==> config.mk <==
export PLATFORM = sky130hd
export DESIGN_NAME = tilt_to_key_event_mapper_unit_flat
export DESIGN_NICKNAME = d
export VERILOG_FILES = /design/src/rtl/tkm_pkg.sv /design/src/rtl/tkm_ifs.sv /design/src/rtl/tkm_front.sv /design/src/rtl/tkm_queue.sv /design/src/rtl/tkm_back.sv /design/src/rtl/tilt_to_key_event_mapper_unit.sv /design/src/flat_wrapper.sv
export SDC_FILE = /design/constraint.sdc
export NUM_CORES = 1
export LEC_CHECK = 0
export ABC_AREA = 1
export BUFFER_PORTS_ARGS = -buffer_cell sky130_fd_sc_hd__buf_4
export CAP_MARGIN = 20
export CORE_UTILIZATION = 62
export CTS_CLUSTER_DIAMETER = 40
export DETAILED_ROUTE_END_ITERATION = 8
export PLACE_DENSITY = 0.8
export SLEW_MARGIN = 40
export SYNTH_ARGS = -nofsm -noshare
export SYNTH_HDL_FRONTEND = slang
export SYNTH_SLANG_ARGS = --single-unit
==> constraint.sdc <==
create_clock -name i_clk -period 8.22 [get_ports i_clk]
set_clock_uncertainty 0.05 [all_clocks]
set_input_delay 0.822 -clock i_clk [delete_from_list [all_inputs] [get_ports i_clk]]
set_output_delay 0.822 -clock i_clk [all_outputs]
set_load 0.05 [all_outputs]
==> src/rtl/tkm_pkg.sv <==
package tkm_pkg;

    // result kinds
    localparam logic [1:0] KIND_PRESS   = 2'd0;
    localparam logic [1:0] KIND_RELEASE = 2'd1;
    localparam logic [1:0] KIND_MOVE    = 2'd2;

    // configuration port
    localparam int CFG_INDEX_W = 3;
    localparam int CFG_DATA_W  = 32;

    localparam logic [CFG_INDEX_W-1:0] REG_MOUSE_ENABLE   = 3'd0;
    localparam logic [CFG_INDEX_W-1:0] REG_RELATIVE_MODE  = 3'd1;
    localparam logic [CFG_INDEX_W-1:0] REG_TILT_THRESHOLD = 3'd2;
    localparam logic [CFG_INDEX_W-1:0] REG_EVENT_CODES    = 3'd3;
    localparam logic [CFG_INDEX_W-1:0] REG_MOUSE_SPEED    = 3'd4;
    localparam logic [CFG_INDEX_W-1:0] REG_MOUSE_X_SIGN   = 3'd5;
    localparam logic [CFG_INDEX_W-1:0] REG_MOUSE_Y_SIGN   = 3'd6;

    localparam int THR_W = 15;

    // decoded sample queue depth
    localparam int QUEUE_DEPTH = 4;

    typedef struct packed {
        logic             mouse_enable;
        logic             relative_mode;
        logic [THR_W-1:0] tilt_threshold;
        logic [31:0]      event_codes;
        logic [6:0]       mouse_speed;
        logic [1:0]       mouse_x_sign;
        logic [1:0]       mouse_y_sign;
    } t_cfg;

    // one decoded sample: up to four key events in emit order, then a move
    typedef struct packed {
        logic [3:0]      kvld;
        logic [3:0]      krel;
        logic [3:0][7:0] kcode;
        logic            mvld;
        logic [7:0]      mx_b;
        logic [7:0]      my_b;
    } t_desc;

endpackage

==> src/rtl/tkm_ifs.sv <==
interface tkm_sample_if #(parameter int SAMPLE_WIDTH = 16);
    logic                           valid;
    logic                           ready;
    logic signed [SAMPLE_WIDTH-1:0] tilt_fwd;
    logic signed [SAMPLE_WIDTH-1:0] tilt_side;
    modport source(output valid, output tilt_fwd, output tilt_side, input ready);
    modport sink(input valid, input tilt_fwd, input tilt_side, output ready);
endinterface

interface tkm_result_if;
    logic              valid;
    logic              ready;
    logic [1:0]        kind;
    logic [7:0]        event_code;
    logic signed [7:0] move_dx;
    logic signed [7:0] move_dy;
    logic              last;
    modport source(output valid, output kind, output event_code, output move_dx,
                   output move_dy, output last, input ready);
    modport sink(input valid, input kind, input event_code, input move_dx,
                 input move_dy, input last, output ready);
endinterface

interface tkm_cfg_if;
    import tkm_pkg::*;
    logic                   valid;
    logic                   ready;
    logic [CFG_INDEX_W-1:0] index;
    logic [CFG_DATA_W-1:0]  data;
    modport source(output valid, output index, output data, input ready);
    modport sink(input valid, input index, input data, output ready);
endinterface

==> src/rtl/tkm_front.sv <==
module tkm_front #(
    parameter int SAMPLE_WIDTH = 16
) (
    input  logic                           i_clk,
    input  logic                           i_rst_n,
    input  logic                           i_valid,
    output logic                           o_ready,
    input  logic signed [SAMPLE_WIDTH-1:0] i_fwd,
    input  logic signed [SAMPLE_WIDTH-1:0] i_side,
    input  tkm_pkg::t_cfg                  i_cfg,
    input  logic                           i_full,
    output logic                           o_push,
    output tkm_pkg::t_desc                 o_desc
);
    import tkm_pkg::*;

    localparam int SW = SAMPLE_WIDTH;
    localparam int VW = SW + 1;                    // value or delta, never overflows
    localparam int CW = ((VW > 16) ? VW : 16) + 1; // threshold compare width
    localparam int EW = VW + 8;                    // room for the integer byte

    logic          [SW-1:0] r_prev [2];
    logic          [VW-1:0] r_val  [2];
    logic                   r_a_vld;
    logic          [3:0]    r_flags;

    logic          [VW-1:0] n_val  [2];
    logic          [3:0]    n_flags;
    logic          [VW-1:0] w_samp [2];
    logic          [3:0]    w_touch;
    logic          [3:0]    w_tgt;
    logic          [3:0]    w_chg;
    logic          [7:0]    w_byte [2];
    logic signed   [CW-1:0] w_vext [2];
    logic signed   [CW-1:0] w_thr;
    logic          [EW-1:0] w_ext  [2];
    logic                   w_has_res;
    logic                   w_fire;
    logic                   w_accept;

    assign w_accept = i_valid && o_ready;

    // stage A: value or delta against the previous sample
    always_comb begin
        w_samp[0] = {i_fwd[SW-1], i_fwd};
        w_samp[1] = {i_side[SW-1], i_side};
        for (int a = 0; a < 2; a++) begin
            if (i_cfg.relative_mode) begin
                n_val[a] = w_samp[a] - {r_prev[a][SW-1], r_prev[a]};
            end else begin
                n_val[a] = w_samp[a];
            end
        end
    end

    always_ff @(posedge i_clk) begin
        if (!i_rst_n) begin
            r_a_vld  <= 1'b0;
            r_prev[0] <= '0;
            r_prev[1] <= '0;
        end else begin
            if (w_accept) begin
                r_a_vld <= 1'b1;
            end else if (w_fire) begin
                r_a_vld <= 1'b0;
            end
            if (w_accept && i_cfg.relative_mode) begin
                r_prev[0] <= i_fwd;
                r_prev[1] <= i_side;
            end
        end
    end

    always_ff @(posedge i_clk) begin
        if (w_accept) begin
            r_val[0] <= n_val[0];
            r_val[1] <= n_val[1];
        end
    end

    // stage B: classify per axis, flag targets and the move byte
    always_comb begin
        w_thr = {{(CW-THR_W){1'b0}}, i_cfg.tilt_threshold};
        for (int a = 0; a < 2; a++) begin
            w_vext[a] = {{(CW-VW){r_val[a][VW-1]}}, r_val[a]};
            if (i_cfg.relative_mode) begin
                if (r_val[a][VW-1]) begin
                    // negative delta presses side 0 only
                    w_touch[2*a +: 2] = 2'b01;
                    w_tgt[2*a +: 2]   = 2'b01;
                end else if (r_val[a] != '0) begin
                    w_touch[2*a +: 2] = 2'b10;
                    w_tgt[2*a +: 2]   = 2'b10;
                end else begin
                    w_touch[2*a +: 2] = 2'b11;
                    w_tgt[2*a +: 2]   = 2'b00;
                end
            end else begin
                w_touch[2*a +: 2] = 2'b11;
                w_tgt[2*a+1]      = w_vext[a] > w_thr;
                w_tgt[2*a]        = w_vext[a] < -w_thr;
            end
            // integer part truncated toward zero, low byte
            w_ext[a]  = {{8{r_val[a][VW-1]}}, r_val[a]};
            w_byte[a] = w_ext[a][15:8]
                      + {7'd0, w_ext[a][EW-1] && (w_ext[a][7:0] != 8'd0)};
        end
        w_chg = w_touch & (w_tgt ^ r_flags);
        for (int i = 0; i < 4; i++) begin
            n_flags[i] = w_touch[i] ? w_tgt[i] : r_flags[i];
        end
    end

    // slots in emit order: absolute side 1 before side 0, relative side 0 first
    always_comb begin
        for (int s = 0; s < 4; s++) begin
            if (i_cfg.relative_mode) begin
                o_desc.kvld[s]  = w_chg[s];
                o_desc.krel[s]  = !w_tgt[s];
                o_desc.kcode[s] = i_cfg.event_codes[8*s +: 8];
            end else begin
                o_desc.kvld[s]  = w_chg[s ^ 1];
                o_desc.krel[s]  = !w_tgt[s ^ 1];
                o_desc.kcode[s] = i_cfg.event_codes[8*(s ^ 1) +: 8];
            end
        end
        o_desc.mvld = i_cfg.mouse_enable;
        o_desc.mx_b = w_byte[1];
        o_desc.my_b = w_byte[0];
    end

    assign w_has_res = (w_chg != 4'd0) || i_cfg.mouse_enable;
    assign w_fire    = r_a_vld && (!i_full || !w_has_res);
    assign o_push    = r_a_vld && w_has_res && !i_full;
    assign o_ready   = !r_a_vld || w_fire;

    always_ff @(posedge i_clk) begin
        if (!i_rst_n) begin
            r_flags <= 4'd0;
        end else if (w_fire) begin
            r_flags <= n_flags;
        end
    end

    a_push_nonempty: assert property (@(posedge i_clk) disable iff (!i_rst_n)
        o_push |-> (o_desc.kvld != 4'd0) || o_desc.mvld)
        else $error("empty descriptor pushed");

    a_abs_exclusive: assert property (@(posedge i_clk) disable iff (!i_rst_n)
        (w_fire && !i_cfg.relative_mode) |=> !(r_flags[0] && r_flags[1])
                                             && !(r_flags[2] && r_flags[3]))
        else $error("both sides of an axis pressed after absolute update");

endmodule

==> src/rtl/tkm_queue.sv <==
module tkm_queue (
    input  logic           i_clk,
    input  logic           i_rst_n,
    input  logic           i_push,
    input  tkm_pkg::t_desc i_desc,
    output logic           o_full,
    input  logic           i_pop,
    output tkm_pkg::t_desc o_desc,
    output logic           o_empty
);
    import tkm_pkg::*;

    localparam int AW = $clog2(QUEUE_DEPTH);
    localparam int CNTW = $clog2(QUEUE_DEPTH + 1);

    t_desc            r_mem [QUEUE_DEPTH];
    logic [AW-1:0]    r_wr;
    logic [AW-1:0]    r_rd;
    logic [CNTW-1:0]  r_count;
    logic             w_push;
    logic             w_pop;

    assign o_full  = (r_count == CNTW'(QUEUE_DEPTH));
    assign o_empty = (r_count == '0);
    assign w_push  = i_push && !o_full;
    assign w_pop   = i_pop && !o_empty;
    assign o_desc  = r_mem[r_rd];

    always_ff @(posedge i_clk) begin
        if (w_push) begin
            r_mem[r_wr] <= i_desc;
        end
    end

    // pointers wrap at the depth
    always_ff @(posedge i_clk) begin
        if (!i_rst_n) begin
            r_wr    <= '0;
            r_rd    <= '0;
            r_count <= '0;
        end else begin
            if (w_push) begin
                r_wr <= (r_wr == AW'(QUEUE_DEPTH - 1)) ? '0 : r_wr + 1'b1;
            end
            if (w_pop) begin
                r_rd <= (r_rd == AW'(QUEUE_DEPTH - 1)) ? '0 : r_rd + 1'b1;
            end
            if (w_push && !w_pop) begin
                r_count <= r_count + 1'b1;
            end else if (w_pop && !w_push) begin
                r_count <= r_count - 1'b1;
            end
        end
    end

    a_count_bound: assert property (@(posedge i_clk) disable iff (!i_rst_n)
        (w_push && !w_pop) |=> (r_count != '0) && (r_count <= CNTW'(QUEUE_DEPTH)))
        else $error("queue count out of range");

endmodule

==> src/rtl/tkm_back.sv <==
module tkm_back (
    input  logic              i_clk,
    input  logic              i_rst_n,
    input  tkm_pkg::t_cfg     i_cfg,
    input  logic              i_empty,
    input  tkm_pkg::t_desc    i_head,
    output logic              o_pop,
    output logic              o_valid,
    input  logic              i_ready,
    output logic [1:0]        o_kind,
    output logic [7:0]        o_code,
    output logic signed [7:0] o_dx,
    output logic signed [7:0] o_dy,
    output logic              o_last
);
    import tkm_pkg::*;

    t_desc       r_cur;
    logic [4:0]  r_pend;
    logic        r_o_vld;
    logic [1:0]  r_kind;
    logic [7:0]  r_code;
    logic [7:0]  r_dx;
    logic [7:0]  r_dy;
    logic        r_last;

    logic [4:0]  w_oh;
    logic [4:0]  w_rest;
    logic        w_load;
    logic [1:0]  n_kind;
    logic [7:0]  n_code;
    logic [7:0]  n_dx;
    logic [7:0]  n_dy;

    // integer byte times speed times direction, wrapped to 8 bits
    function automatic logic [7:0] f_step(input logic [7:0] b, input logic [6:0] spd,
                                          input logic [1:0] sg);
        logic signed [15:0] p;
        logic [7:0]         p8;
        logic [7:0]         r;
        p  = $signed(b) * $signed({1'b0, spd});
        p8 = p[7:0];
        case (sg)
            2'b01:   r = p8;
            2'b11:   r = 8'd0 - p8;
            2'b10:   r = 8'd0 - {p8[6:0], 1'b0};
            default: r = 8'd0;
        endcase
        return r;
    endfunction

    // lowest pending slot goes next
    assign w_oh   = r_pend & (~r_pend + 5'd1);
    assign w_rest = r_pend & ~w_oh;
    assign w_load = (r_pend != 5'd0) && (!r_o_vld || i_ready);
    assign o_pop  = !i_empty && ((r_pend == 5'd0) || (w_load && (w_rest == 5'd0)));

    always_comb begin
        n_kind = KIND_MOVE;
        n_code = 8'd0;
        n_dx   = 8'd0;
        n_dy   = 8'd0;
        if (w_oh[4]) begin
            n_dx = f_step(r_cur.mx_b, i_cfg.mouse_speed, i_cfg.mouse_x_sign);
            n_dy = f_step(r_cur.my_b, i_cfg.mouse_speed, i_cfg.mouse_y_sign);
        end
        for (int k = 0; k < 4; k++) begin
            if (w_oh[k]) begin
                n_kind = r_cur.krel[k] ? KIND_RELEASE : KIND_PRESS;
                n_code = r_cur.kcode[k];
            end
        end
    end

    // current descriptor and its pending slots
    always_ff @(posedge i_clk) begin
        if (!i_rst_n) begin
            r_pend <= 5'd0;
        end else if (o_pop) begin
            r_pend <= {i_head.mvld, i_head.kvld};
        end else if (w_load) begin
            r_pend <= w_rest;
        end
    end

    always_ff @(posedge i_clk) begin
        if (o_pop) begin
            r_cur <= i_head;
        end
    end

    // output register
    always_ff @(posedge i_clk) begin
        if (!i_rst_n) begin
            r_o_vld <= 1'b0;
        end else if (w_load) begin
            r_o_vld <= 1'b1;
        end else if (i_ready) begin
            r_o_vld <= 1'b0;
        end
    end

    always_ff @(posedge i_clk) begin
        if (w_load) begin
            r_kind <= n_kind;
            r_code <= n_code;
            r_dx   <= n_dx;
            r_dy   <= n_dy;
            r_last <= (w_rest == 5'd0);
        end
    end

    assign o_valid = r_o_vld;
    assign o_kind  = r_kind;
    assign o_code  = r_code;
    assign o_dx    = r_dx;
    assign o_dy    = r_dy;
    assign o_last  = r_last;

    a_pop_nonempty: assert property (@(posedge i_clk) disable iff (!i_rst_n)
        o_pop |=> r_pend != 5'd0)
        else $error("popped descriptor without results");

    a_move_fields: assert property (@(posedge i_clk) disable iff (!i_rst_n)
        (r_o_vld && (r_kind != KIND_MOVE)) |-> (r_dx == 8'd0) && (r_dy == 8'd0))
        else $error("key event carries a move step");

endmodule

==> src/rtl/tilt_to_key_event_mapper_unit.sv <==
// Tilt to key event mapper.
// i_sample carries one two-axis accelerometer beat (tilt_fwd, tilt_side, signed
// Q8.8). o_result gives press, release and mouse move beats, one per cycle while the
// receiver is ready, with last set on the final beat caused by a sample; a sample that
// changes no flag with mouse mode off gives no beat. i_cfg writes register i at index
// i and is always ready; write only while no sample is in flight.
// A taken sample beat passes the value/delta register, decode into the queue, the
// descriptor register and the output register before its first result beat is
// valid. Throughput: the output side emits one beat per cycle while the receiver
// is ready, so a sample holds the back end for one beat per result, 1 to 5; a new
// sample is taken every cycle while the four-entry descriptor queue has room.
// The key flags are updated as each sample is decoded, so the front keeps
// going while earlier results drain.
// When the receiver stalls the output register holds its beat; the queue fills
// and then i_sample.ready drops. Reset clears flags, previous samples, queue
// and output valid, and sets the registers to their defaults.
module tilt_to_key_event_mapper_unit #(
    parameter int SAMPLE_WIDTH = 16
) (
    input  logic              i_clk,
    input  logic              i_rst_n,
    tkm_sample_if.sink        i_sample,
    tkm_result_if.source      o_result,
    tkm_cfg_if.sink           i_cfg
);
    import tkm_pkg::*;

    t_cfg   r_cfg;
    t_desc  w_push_desc;
    t_desc  w_head;
    logic   w_push;
    logic   w_full;
    logic   w_pop;
    logic   w_empty;

    // configuration registers
    assign i_cfg.ready = 1'b1;

    always_ff @(posedge i_clk) begin
        if (!i_rst_n) begin
            r_cfg.mouse_enable   <= 1'b0;
            r_cfg.relative_mode  <= 1'b0;
            r_cfg.tilt_threshold <= 15'd768;
            r_cfg.event_codes    <= 32'd0;
            r_cfg.mouse_speed    <= 7'd1;
            r_cfg.mouse_x_sign   <= 2'd1;
            r_cfg.mouse_y_sign   <= 2'd1;
        end else if (i_cfg.valid) begin
            case (i_cfg.index)
                REG_MOUSE_ENABLE:   r_cfg.mouse_enable   <= i_cfg.data[0];
                REG_RELATIVE_MODE:  r_cfg.relative_mode  <= i_cfg.data[0];
                REG_TILT_THRESHOLD: r_cfg.tilt_threshold <= i_cfg.data[THR_W-1:0];
                REG_EVENT_CODES:    r_cfg.event_codes    <= i_cfg.data[31:0];
                REG_MOUSE_SPEED:    r_cfg.mouse_speed    <= i_cfg.data[6:0];
                REG_MOUSE_X_SIGN:   r_cfg.mouse_x_sign   <= i_cfg.data[1:0];
                REG_MOUSE_Y_SIGN:   r_cfg.mouse_y_sign   <= i_cfg.data[1:0];
                default: ;
            endcase
        end
    end

    tkm_front #(
        .SAMPLE_WIDTH(SAMPLE_WIDTH)
    ) u_front (
        .i_clk   (i_clk),
        .i_rst_n (i_rst_n),
        .i_valid (i_sample.valid),
        .o_ready (i_sample.ready),
        .i_fwd   (i_sample.tilt_fwd),
        .i_side  (i_sample.tilt_side),
        .i_cfg   (r_cfg),
        .i_full  (w_full),
        .o_push  (w_push),
        .o_desc  (w_push_desc)
    );

    tkm_queue u_queue (
        .i_clk   (i_clk),
        .i_rst_n (i_rst_n),
        .i_push  (w_push),
        .i_desc  (w_push_desc),
        .o_full  (w_full),
        .i_pop   (w_pop),
        .o_desc  (w_head),
        .o_empty (w_empty)
    );

    tkm_back u_back (
        .i_clk   (i_clk),
        .i_rst_n (i_rst_n),
        .i_cfg   (r_cfg),
        .i_empty (w_empty),
        .i_head  (w_head),
        .o_pop   (w_pop),
        .o_valid (o_result.valid),
        .i_ready (o_result.ready),
        .o_kind  (o_result.kind),
        .o_code  (o_result.event_code),
        .o_dx    (o_result.move_dx),
        .o_dy    (o_result.move_dy),
        .o_last  (o_result.last)
    );

endmodule

==> src/flat_wrapper.sv <==
// flat-port wrapper written by rule: the top's interface ports become plain ports
module tilt_to_key_event_mapper_unit_flat import tkm_pkg::*;
#(
    parameter int SAMPLE_WIDTH = 16
)
  (i_clk, i_rst_n, i_sample_valid, i_sample_tilt_fwd, i_sample_tilt_side, i_sample_ready, o_result_valid, o_result_kind, o_result_event_code, o_result_move_dx, o_result_move_dy, o_result_last, o_result_ready, i_cfg_valid, i_cfg_index, i_cfg_data, i_cfg_ready);
  tkm_sample_if #(.SAMPLE_WIDTH(SAMPLE_WIDTH)) i_sample_i ();
  tkm_result_if o_result_i ();
  tkm_cfg_if i_cfg_i ();
  input  logic i_clk;
  input  logic i_rst_n;
  input wire logic [$bits(i_sample_i.valid)-1:0] i_sample_valid;
  input wire logic [$bits(i_sample_i.tilt_fwd)-1:0] i_sample_tilt_fwd;
  input wire logic [$bits(i_sample_i.tilt_side)-1:0] i_sample_tilt_side;
  output wire logic [$bits(i_sample_i.ready)-1:0] i_sample_ready;
  output wire logic [$bits(o_result_i.valid)-1:0] o_result_valid;
  output wire logic [$bits(o_result_i.kind)-1:0] o_result_kind;
  output wire logic [$bits(o_result_i.event_code)-1:0] o_result_event_code;
  output wire logic [$bits(o_result_i.move_dx)-1:0] o_result_move_dx;
  output wire logic [$bits(o_result_i.move_dy)-1:0] o_result_move_dy;
  output wire logic [$bits(o_result_i.last)-1:0] o_result_last;
  input wire logic [$bits(o_result_i.ready)-1:0] o_result_ready;
  input wire logic [$bits(i_cfg_i.valid)-1:0] i_cfg_valid;
  input wire logic [$bits(i_cfg_i.index)-1:0] i_cfg_index;
  input wire logic [$bits(i_cfg_i.data)-1:0] i_cfg_data;
  output wire logic [$bits(i_cfg_i.ready)-1:0] i_cfg_ready;
  assign i_sample_i.valid = i_sample_valid;
  assign i_sample_i.tilt_fwd = i_sample_tilt_fwd;
  assign i_sample_i.tilt_side = i_sample_tilt_side;
  assign i_sample_ready = i_sample_i.ready;
  assign o_result_valid = o_result_i.valid;
  assign o_result_kind = o_result_i.kind;
  assign o_result_event_code = o_result_i.event_code;
  assign o_result_move_dx = o_result_i.move_dx;
  assign o_result_move_dy = o_result_i.move_dy;
  assign o_result_last = o_result_i.last;
  assign o_result_i.ready = o_result_ready;
  assign i_cfg_i.valid = i_cfg_valid;
  assign i_cfg_i.index = i_cfg_index;
  assign i_cfg_i.data = i_cfg_data;
  assign i_cfg_ready = i_cfg_i.ready;
  tilt_to_key_event_mapper_unit #(.SAMPLE_WIDTH(SAMPLE_WIDTH)) u_core (.i_clk(i_clk), .i_rst_n(i_rst_n), .i_sample(i_sample_i), .o_result(o_result_i), .i_cfg(i_cfg_i));
endmodule
**Word level (Yosys, flattened, before mapping)**

Memory sizes are Yosys's and may differ from the RTL's. A register that Yosys moved wholly into a read port is not among the register bits.
Cells that the tools add are included.

- Bits in registers: 157
- RAM bits: 294
- Input port bits: 72
- Output and inout bits: 30
- Word-level logic and storage cells: 192
- Memories: 3

- Add/sub/neg operators: 14
- $mul: 2
- $lt $le $gt $ge: 4
- Equality and inequality tests: 15
- Mux-type cells: 62
- Bitwise gates (word level): 8
- Reduce and logical (&&, ||, !) cells: 55

Memory list:

| name | depth | bits a word | rd ports | clocked after Yosys merged registers in | wr ports | line | source |
|---|---|---|---|---|---|---|---|
| u_core.u_queue.r_mem | 4 | 57 | 1 | 1 | 1 | tkm_queue.sv:16 | `t_desc r_mem [QUEUE_DEPTH];` |
| u_core.u_front.r_val | 2 | 17 | 2 | 0 | 2 | tkm_front.sv:23 | `logic [VW-1:0] r_val [2];` |
| u_core.u_front.r_prev | 2 | 16 | 2 | 0 | 2 | tkm_front.sv:22 | `logic [SW-1:0] r_prev [2];` |

Operator list:

| kind | number |
|---|---|
| $mux 8 | 8 |
| $pmux 8 s3 | 2 |
| $lt 17x18->1 | 2 |
| $mux 2 | 18 |
| $gt 17x16->1 | 2 |
| $mux 17 | 2 |
| $reduce_bool 17->1 | 2 |
| $sub 16x16->17 | 2 |
| $mux 16 | 2 |
| $sub 1x8->8 const A | 4 |
| $mux 1 | 26 |
| $reduce_and 2->1 | 11 |
| $neg 15->18 | 1 |
| $add 8x1->8 | 2 |
| $mul 8x8->8 | 2 |
| $reduce_bool 8->1 | 2 |
| $logic_and 1x1->1 | 14 |
| $eq 2x2->1 const B | 6 |
| $eq 3x3->1 const B | 4 |
| $logic_not 1->1 | 11 |
| $and 5x5->5 | 2 |
| $logic_not 5->1 | 2 |
| $mux 5 | 2 |
| $not 5->5 | 2 |
| 16 further kinds | 29 |

**Logic depth before layout (Yosys ltp)**

Gate-level depths: netlist (run 1).
An unclocked memory read counts as a cell.

- Word-level depth: 19
- Mapped depth: 33
- Gate-level depth less buffers: 33

**By module**

From an unflattened synthesis (run 1), not the netlist that was laid out.

- Cells, all modules: 2625
- Area, all modules: 24283.3 um^2

Modules (own cells, without submodules):

| module | instances | cells each | area each (um^2) | sequential area each (um^2) |
|---|---|---|---|---|
| tkm_queue | 1 | 623 | 8934.8 | 7026.7 |
| tkm_front | 1 | 984 | 7258.2 | 2082.0 |
| tkm_back | 1 | 647 | 5555.3 | 2492.4 |
| tilt_to_key_event_mapper_unit | 1 | 371 | 2534.9 | 1201.2 |

**Worst setup path before layout (run 1)**

OpenSTA, ideal clock, no wires.

- Path type: register to register
- From: register u_core.r_cfg[44] (netlist name)
- To: memory u_core.u_front.r_prev[0][0] (netlist name), enable pin
- Library setup time: 466 ps
- Data arrival time: 5259 ps
- Data required time: 7704 ps
- Slack: 2445 ps
- Stages on the path, launching flop included: 27
- Buffers on the path: 0
- Clock period less this slack: 5775 ps
- Cell sequence: dfxtp_1 inv_1 ha_1 nand2_1 nor3_1 nand2_1 nor3_1 nand3_1 xor2_1 inv_1 ha_1 nand4_1 nor2_1 nand2_1 nor2_1 nand3_1 nand2_1 inv_1 nand3_1 nand3_2 nand2_1 nand2_1 nand2_1 nand3_2 nand3_4 nand2_1 o21ai_0

RTL lines:

| item | line | source |
|---|---|---|
| from (decl) | tilt_to_key_event_mapper_unit.sv:28 | `t_cfg r_cfg;` |
| to (decl) | tkm_front.sv:22 |  |

**Final worst setup path (run 1)**

- From: register u_core.r_cfg[44] (netlist name)
- To: output port i_sample_ready

- Longest elaborated chain between the ends: 11
- Elaborated cells on any way between the ends: 15
- Those cells by class: add/sub: 1; order compare: 4; mux: 2; bitwise: 2; reduce/logical: 6

RTL lines:

| item | line | source |
|---|---|---|
| $neg 15->18 | tkm_front.sv:101 | `w_tgt[2*a] = w_vext[a] < -w_thr;` |
| $lt 17x18->1 | tkm_front.sv:101 |  |
| $mux 2 | tkm_front.sv:86 | `if (i_cfg.relative_mode) begin` |
| $xor 4x4->4 * | tkm_front.sv:108 | `w_chg = w_touch & (w_tgt ^ r_flags);` |
| $and 4x4->4 * | tkm_front.sv:108 |  |
| $reduce_bool 4->1 * | tkm_front.sv:132 | `assign w_has_res = (w_chg != 4'd0) \|\| i_cfg.mouse_enable;` |
| $logic_or 1x1->1 * | tkm_front.sv:132 |  |
| $logic_not 1->1 * | tkm_front.sv:133 | `assign w_fire = r_a_vld && (!i_full \|\| !w_has_res);` |
| $logic_or 1x1->1 * | tkm_front.sv:133 |  |
| $logic_and 1x1->1 * | tkm_front.sv:133 |  |
| $logic_or 1x1->1 * | tkm_front.sv:135 | `assign o_ready = !r_a_vld \|\| w_fire;` |
| to (decl) | flat_wrapper.sv:15 | `output wire logic [$bits(i_sample_i.ready)-1:0] i_sample_ready;` |

Mark *: on every way between the ends. The rest lies on a longest branch, timed or not.

==> flow_summary.yaml, run 1 <==
outcome:
  outcome: "finished clean"
job:
  cap_violations: 0
clocking:
  clock_latency_ns: 0.63
  post-cts-setup-buffer-count: 0
  clock-sinks: 453
  numCtsBuffers: 57
  clk_pin_slew_ns: 0.06
  ctsHoldBuffers: 0
  clock-root-buffer: "clkbuf_16"
  cts_tree: "yes"
  cts_resized: 0
  htreeDepth: 2
  cts_buffer_depth: 3
floorplanning:
  die_y_um: 195
  die-area_sq_um: 37900
  io_pins: 102
  core_area_sq_um: 36600
  die_w_um: 195
  row_count: 70
  initial_core_util_pct: 63.0
synthesis:
  yosysSeqAreaShare_pct: 55.5
  synth-edff-count: 373
  synthFlopType: "edfxtp_1"
  yosys_warnings: 0
  async_flop_share_pct: 0
  syn_avg_cell_area_sq_um: 9.94
  ys_seq_elements: 453
  synth_area_sq_um: 23000
  syn-num-nets: 2554
  synth.distinct_cells: 47
  syn_inst: 2318
finish:
  nets: 2646
  syn2layout_area_growth_pct: 14.1
  final_common_cell: "edfxtp_1"
  drive_gt1_share_pct: 11.1
  final_cell_mix: "373 x edfxtp_1, 341 x nand2_1, 285 x inv_1"
  antenna_cells: 0
hold_path:
  hold_class: "in -> reg"
  whs_endpoint: "u_core.r_cfg[41]$_SDFFE_PN0P_"
  hp-start: "i_cfg_data[30]"
  min_path_cells: 3
setup_path:
  arrival_ns: 4.20
  endpoint_kind: "output pin"
  crit_path_frequent_cell: "nand2_1"
  reg2reg_from: "u_core.r_cfg[44]$_SDFFE_PN0P_"
  r2r_end: "u_core.u_queue.r_mem[0][36]$_DFFE_PP_"
  rr_worst_depth: 27
  crit_required_ns: 7.35
  slowest_stage: "nor3_1"
  rrSetupSlack_ns: 3.21
  path_max_fanout: 4
  cp_slowest_stage_delay_ns: 0.35
  worstSetupPathType: "reg -> out"
  cp-start-kind: "register"
power:
  powerDensity_nw_per_um2: 307
  p_leak_nw: 11.1
  vdd_ir_drop_max_v: 0.000223
global_routing:
  antenna_found_initial: 3
  grt_pass1_wl_um: 86200
  grt_pass1_vias: 16900
  grt-ovfl-total: 0
  grt_usage_pct: 29.1
  grt_max_degree: 115
timing:
  finalSetupViolCount: 0
  max_freq_mhz: 197
  hold_viol_final: 0
  slew_headroom_pct: 45.1
  fin_tns_setup_ns: 0
  rsz0062_at_grt: "false"
  worst_pin_slew_ns: 0.821
  period_minus_slack_ns: 5.07
  report.final.slew_viol_count: 0
  post-route-period-util_pct: 61.7
  fin_ws_ns: 3.15
route:
  drtAntennaViolNets: 0
  drc: 0
  wirelength_um: 54100
  wire_per_inst_um: 18.5
  vias: 17000
  drtIter0Drc: 1406
  dr.pass1.iters: 7
  viasPerCell: 5.80
placement:
  place_congestion: 0.921
  portBuffers: 100
  post-place-ws_ns: 3.26
  dp_hpwl_um: 36200
==> sequential cells by signal, summed over array words and instances (netlist names), named ones only <==
name / flops
u_core.u_back.r_pend: 5
u_core.u_queue.r_mem: 228
u_core.u_back.o_last: 1
u_core.u_back.o_code: 8
u_core.u_queue.r_count: 3
u_core.u_front.r_val: 34
u_core.u_queue.r_wr: 2
u_core.u_front.r_a_vld: 1
u_core.r_cfg: 60
u_core.u_back.r_cur: 52
u_core.u_front.r_prev: 32
u_core.u_front.r_flags: 4
u_core.u_back.o_dx: 8
u_core.u_back.o_kind: 2
u_core.u_queue.r_rd: 2
u_core.u_back.o_dy: 8
u_core.u_back.o_valid: 1
==> routing by layer <==
metal	part of all wire (%)	wire length (um)	global-route usage, %	up-vias
met3	8.0	4310	4.36	117
li1	-	-	-	8125
met1	42	22700	38.9	8014
met5	0.024	13	0	-
met4	3.0	1640	10.9	2
met2	47	25500	48.3	709
==> synth_stat cells, types with 7 or more instances <==
cell type / instances / share of area (%)
edfxtp_1: 373 / 49
nand2_1: 341 / 5.6
inv_1: 289 / 4.7
o21ai_0: 261 / 5.7
nor2_1: 254 / 4.1
ha_1: 137 / 7.4
a21oi_1: 112 / 2.4
dfxtp_1: 80 / 6.9
clkbuf_1: 73 / 1.2
nand3_1: 69 / 1.5
o22ai_1: 66 / 1.8
xor2_1: 59 / 2.2
xnor2_1: 28 / 1.1
fa_1: 27 / 2.3
nor2_2: 25 / 0.68
nor3_1: 21 / 0.46
nand4_1: 20 / 0.54
a31oi_1: 8 / 0.22
nor4_1: 7 / 0.19
==> worst max-delay path, delay by kind of cell (launching register included) <==
kind / cells / cell delay (ns)
xor+xnor: 1 / 0.15
fa+ha+maj: 2 / 0.47
simple gates: 18 / 2.17
buf+inv: 4 / 0.47
flops: 1 / 0.32
==> area by class of cell <==
cell class	instances	area, sq um
flip-flops and latches	453	12800
fillers	2565	10300
multi-input cells	1490	8850
clock buffers	72	1590
inverters	293	1100
repair buffers	115	898
well taps	468	586
clock inverters	36	452
==> through the flow <==
step / utilization (%) / hold slack [ns] / instances / area, sq um / total power, mW
2_1_floorplan: - / 0.389 / 2318 / 23000 / 4.78
3_3_place_gp: 66.1 / 0.402 / 2818 / 24200 / 5.39
3_5_place_dp: 66.2 / 0.414 / 2819 / 24200 / 5.46
4_1_cts: 71.8 / 0.370 / 2927 / 26300 / 8.07
5_1_grt: 71.8 / 0.375 / 2927 / 26300 / 8.45
6_report: 71.8 / 0.388 / 2927 / 26300 / 8.06
==> worst max path at each step <==
stage	from	end	slack (ns)	cells past startpoint
final	u_core.r_cfg[44]$_SDFFE_PN0P_	i_sample_ready	3.15	25
after global routing	u_core.r_cfg[44]$_SDFFE_PN0P_	u_core.u_queue.r_count[2]$_SDFFE_PN0P_	2.64	33
after CTS	u_core.r_cfg[44]$_SDFFE_PN0P_	i_sample_ready	3.14	25
after detailed placement	u_core.r_cfg[44]$_SDFFE_PN0P_	u_core.u_queue.r_mem[0][38]$_DFFE_PP_	3.26	27
after global placement	u_core.r_cfg[44]$_SDFFE_PN0P_	u_core.u_queue.r_mem[3][38]$_DFFE_PP_	3.14	27
after floorplan	u_core.r_cfg[44]$_SDFFE_PN0P_	u_core.u_front.r_prev[0][0]$_SDFFCE_PN0P_	2.44	26
==> cells by family (layout without fill, tap and decap cells) <==
family                     after synthesis  count (layout)  synth area share (%)
DFF                                    453             453                  55.5
AOI/OAI and AO/OA                      480             480                  11.2
buffers and inverters                  375             516                  6.24
adders and majority gates              164             164                  9.78
xor gates and xnor gates                87              87                  3.31
other                                    1               1                0.0163
and+or+nand+nor                        758             758                  13.9
==> power breakdown <==
part	leakage, nW	internal, mW	total, mW	switching (mW)
clock network	0.999	1.56	2.60	1.04
registers	4.23	3.00	3.22	0.213
logic	5.82	0.663	2.25	1.58
total	11.1	5.23	8.06	2.83
(Power assumes the default switching activity.)
==> run 2: changes to the inputs <==
- ABC_AREA: 1 -> 0
- CORE_UTILIZATION: 62 -> 56
- PLACE_DENSITY: 0.8 -> 0.76
- clock period: 8.22 -> 4.1 ns (I/O delays scaled with it)
==> flow_summary.yaml, run 2 <==
route:
  wirelength_um: 61800
  wire_per_inst_um: 22.9
  drtAntennaViolNets: 0
  vias: 16400
  dr.pass1.iters: 9
  viasPerCell: 6.08
  drc: 0
  drtIter0Drc: 1642
setup_path:
  rr_worst_depth: 20
  cp_slowest_stage_delay_ns: 0.54
  arrival_ns: 5.19
  path_max_fanout: 3
  rrSetupSlack_ns: -0.61
  cp-start-kind: "register"
  r2r_end: "u_core.u_queue.r_count[2]$_SDFFE_PN0P_"
  reg2reg_from: "u_core.r_cfg[49]$_SDFFE_PN0P_"
  path_cells: "or4_4 > nand2b_4 > nor4_4 > xnor2_2 > buf_4 > ha_4 > and2_4 > and4_4 > o2111ai_2 > o211ai_1 > or3b_4 > a21o_4 > nand4b_4 > and2_4 > ha_4 > inv_2 > fa_2 > xor2_1 > or3_1 > a21oi_1"
  cpLargestDelayFamily: "simple AND/OR/NAND/NOR gates"
  worstSetupPathType: "reg -> reg"
  cp.buffers_inverters: 2
  crit_required_ns: 4.58
  slowest_stage: "or4_4"
  endpoint_kind: "register"
clocking:
  cts_tree: "yes"
  numCtsBuffers: 59
  clock-sinks: 453
  cts_buffer_depth: 3
  clk_pin_slew_ns: 0.06
  clock-root-buffer: "clkbuf_16"
  clock_latency_ns: 0.62
  htreeDepth: 2
timing:
  post-route-period-util_pct: 115
  period_minus_slack_ns: 4.71
  slew_headroom_pct: 41.1
  hold_viol_final: 0
  fin_hold_ws_ns: 0.0241
  fin_ws_ns: -0.610
  rsz0062_at_grt: "true"
  worst_pin_slew_ns: 0.882
  finalSetupViolCount: 335
  max_freq_mhz: 212
  report.final.slew_viol_count: 0
outcome:
  violations: "negative setup slack"
  outcome: "finished with violations"
placement:
  placed_cells: 2512
  place_area_sq_um: 25600
  portBuffers: 100
  dp_hpwl_um: 36500
  post-place-ws_ns: -0.511
  place_congestion: 0.955
power:
  p_leak_nw: 11.3
  powerDensity_nw_per_um2: 568
  vdd_ir_drop_max_v: 0.000519
hold_path:
  whs_endpoint: "u_core.r_cfg[42]$_SDFFE_PN0P_"
  hold_class: "in -> reg"
  hp-start: "i_cfg_data[31]"
  min_path_cells: 3
synthesis:
  synth_top_area_share_pct: 48.5
  synth.distinct_cells: 80
  synthFlopType: "edfxtp_1"
  synthTopCellsByArea: "edfxtp_1 49%, ha_1 7.4%, dfxtp_1 6.9%"
  synth_common_cells: "373 x edfxtp_1, 189 x nand2_1, 137 x ha_1, 113 x inv_1, 103 x a21oi_1"
  synth_area_sq_um: 23100
  ys_seq_elements: 453
  syn_inst: 1815
  synth-edff-count: 373
  syn_avg_cell_area_sq_um: 12.7
  syn-num-nets: 2051
  yosysSeqAreaShare_pct: 55.5
  yosys_warnings: 0
  async_flop_share_pct: 0
  yosysTopAreaCell: "edfxtp_1"
  yosysMostFrequentCell: "edfxtp_1"
finish:
  post_layout_nonfiller_instances: 2698
  final_common_cell: "edfxtp_1"
  final_cell_mix: "373 x edfxtp_1, 221 x buf_4, 187 x nand2_1"
  final_util_pct: 71.9
  top_register: "u_core.u_queue.r_mem"
  multi_input_area_sq_um: 10200
  fillers: 2574
  nets: 2351
  final_area_sq_um: 29300
  antenna_cells: 0
  drive_gt1_share_pct: 30.2
  largestRegisters: "u_core.u_queue.r_mem: 228 flops, u_core.r_cfg: 60 flops, u_core.u_back.r_cur: 52 flops"
  syn2layout_area_growth_pct: 27.0
  ff_latch_area_sq_um: 12800
  largest_reg_flops: 228
global_routing:
  grt-ovfl-total: 0
  grt_pass1_wl_um: 87600
  grt_usage_pct: 27.4
  antenna_found_initial: 1
  grt_pass1_vias: 16100
  grt_max_degree: 59
floorplanning:
  die-area_sq_um: 42000
  die_w_um: 205
  io_pins: 102
  row_count: 74
  die_y_um: 205
  core_area_sq_um: 40700
  initial_core_util_pct: 56.6
job:
  cap_violations: 0
[run 2: worst reg2reg max path, delay by kind of cell, from the launching register on]
family	cells	cell delay (ns)
AOI/OAI and AO/OA	4	0.66
xor gates and xnor gates	2	0.27
adders and majority gates	3	0.74
buffers and inverters	2	0.20
DFF	1	0.32
and+or+nand+nor	9	2.39
[run 2: cells by family (layout without fill, tap and decap cells)]
| group | Yosys count | after routing | synth area share (%) |
|---|---|---|---|
| and+or+nand+nor | 528 | 528 | 11.8 |
| DFF | 453 | 453 | 55.5 |
| AOI/OAI and AO/OA | 277 | 277 | 7.92 |
| buffers and inverters | 182 | 533 | 3.01 |
| adders and majority gates | 165 | 165 | 9.81 |
| muxes | 123 | 123 | 8.68 |
| xor gates and xnor gates | 86 | 86 | 3.32 |
| other | 1 | 1 | 0.0162 |
[run 2: final cells by class]
class                   count  share of cell area, %
multi-input cells        1180                   34.7
flip-flops and latches    453                   43.8
clock inverters            37                   1.66
well taps                 532                   2.27
inverters                 114                   1.46
repair buffers            307                   10.8
clock buffers              75                   5.35
[run 2: repair_timing]
action	in CTS	in global routing
resized for setup	81	95
pin swaps	27	50
cloned	12	18
hold buffers	11	0
endpoints found under the setup margin	338	349
buffers inserted	27	26
hold endpoints to repair	11	0
[run 2: through the flow]
step,setup TNS (ns),power [mW]
global route,-165.02,17.3
finish,-128.93,16.6
global placement,-19.04,10.6
floorplan,-77.75,9.27
CTS,-117.93,16.3
detailed placement,-31.88,10.8
[run 2: per-layer routing]
metal  global-route usage [%]  vias to the layer above  part of all wire [%]  wire length, um
li1                         -                     7337                     -                -
met1                     34.9                     8052                    38            23700
met2                     47.1                      837                    49            30500
met3                     4.58                      188                   8.0             4950
met4                     9.87                        2                   4.2             2630
met5                        0                        -                 0.016               10
[run 2: worst max-delay path by stage]
stage	cells past startpoint	start	slack [ns]	end
after floorplan	14	u_core.r_cfg[52]$_SDFFE_PN1P_	-0.48	u_core.u_front.r_prev[0][0]$_SDFFCE_PN0P_
after global placement	19	u_core.r_cfg[48]$_SDFFE_PN0P_	-0.45	u_core.u_queue.r_count[2]$_SDFFE_PN0P_
after detailed placement	19	u_core.r_cfg[48]$_SDFFE_PN0P_	-0.51	u_core.u_queue.r_count[2]$_SDFFE_PN0P_
after CTS	15	u_core.r_cfg[52]$_SDFFE_PN1P_	-0.59	i_sample_ready
after global routing	21	u_core.r_cfg[49]$_SDFFE_PN0P_	-0.76	u_core.u_queue.r_count[2]$_SDFFE_PN0P_
final	20	u_core.r_cfg[49]$_SDFFE_PN0P_	-0.61	u_core.u_queue.r_count[2]$_SDFFE_PN0P_
[run 2: power breakdown]
part	leakage [nW]	switching [mW]	internal, mW	total (mW)
Clock	0.980	2.07	3.26	5.33
Combinational	6.09	2.74	2.09	4.83
Sequential	4.26	0.520	5.95	6.48
Total	11.3	5.33	11.3	16.6
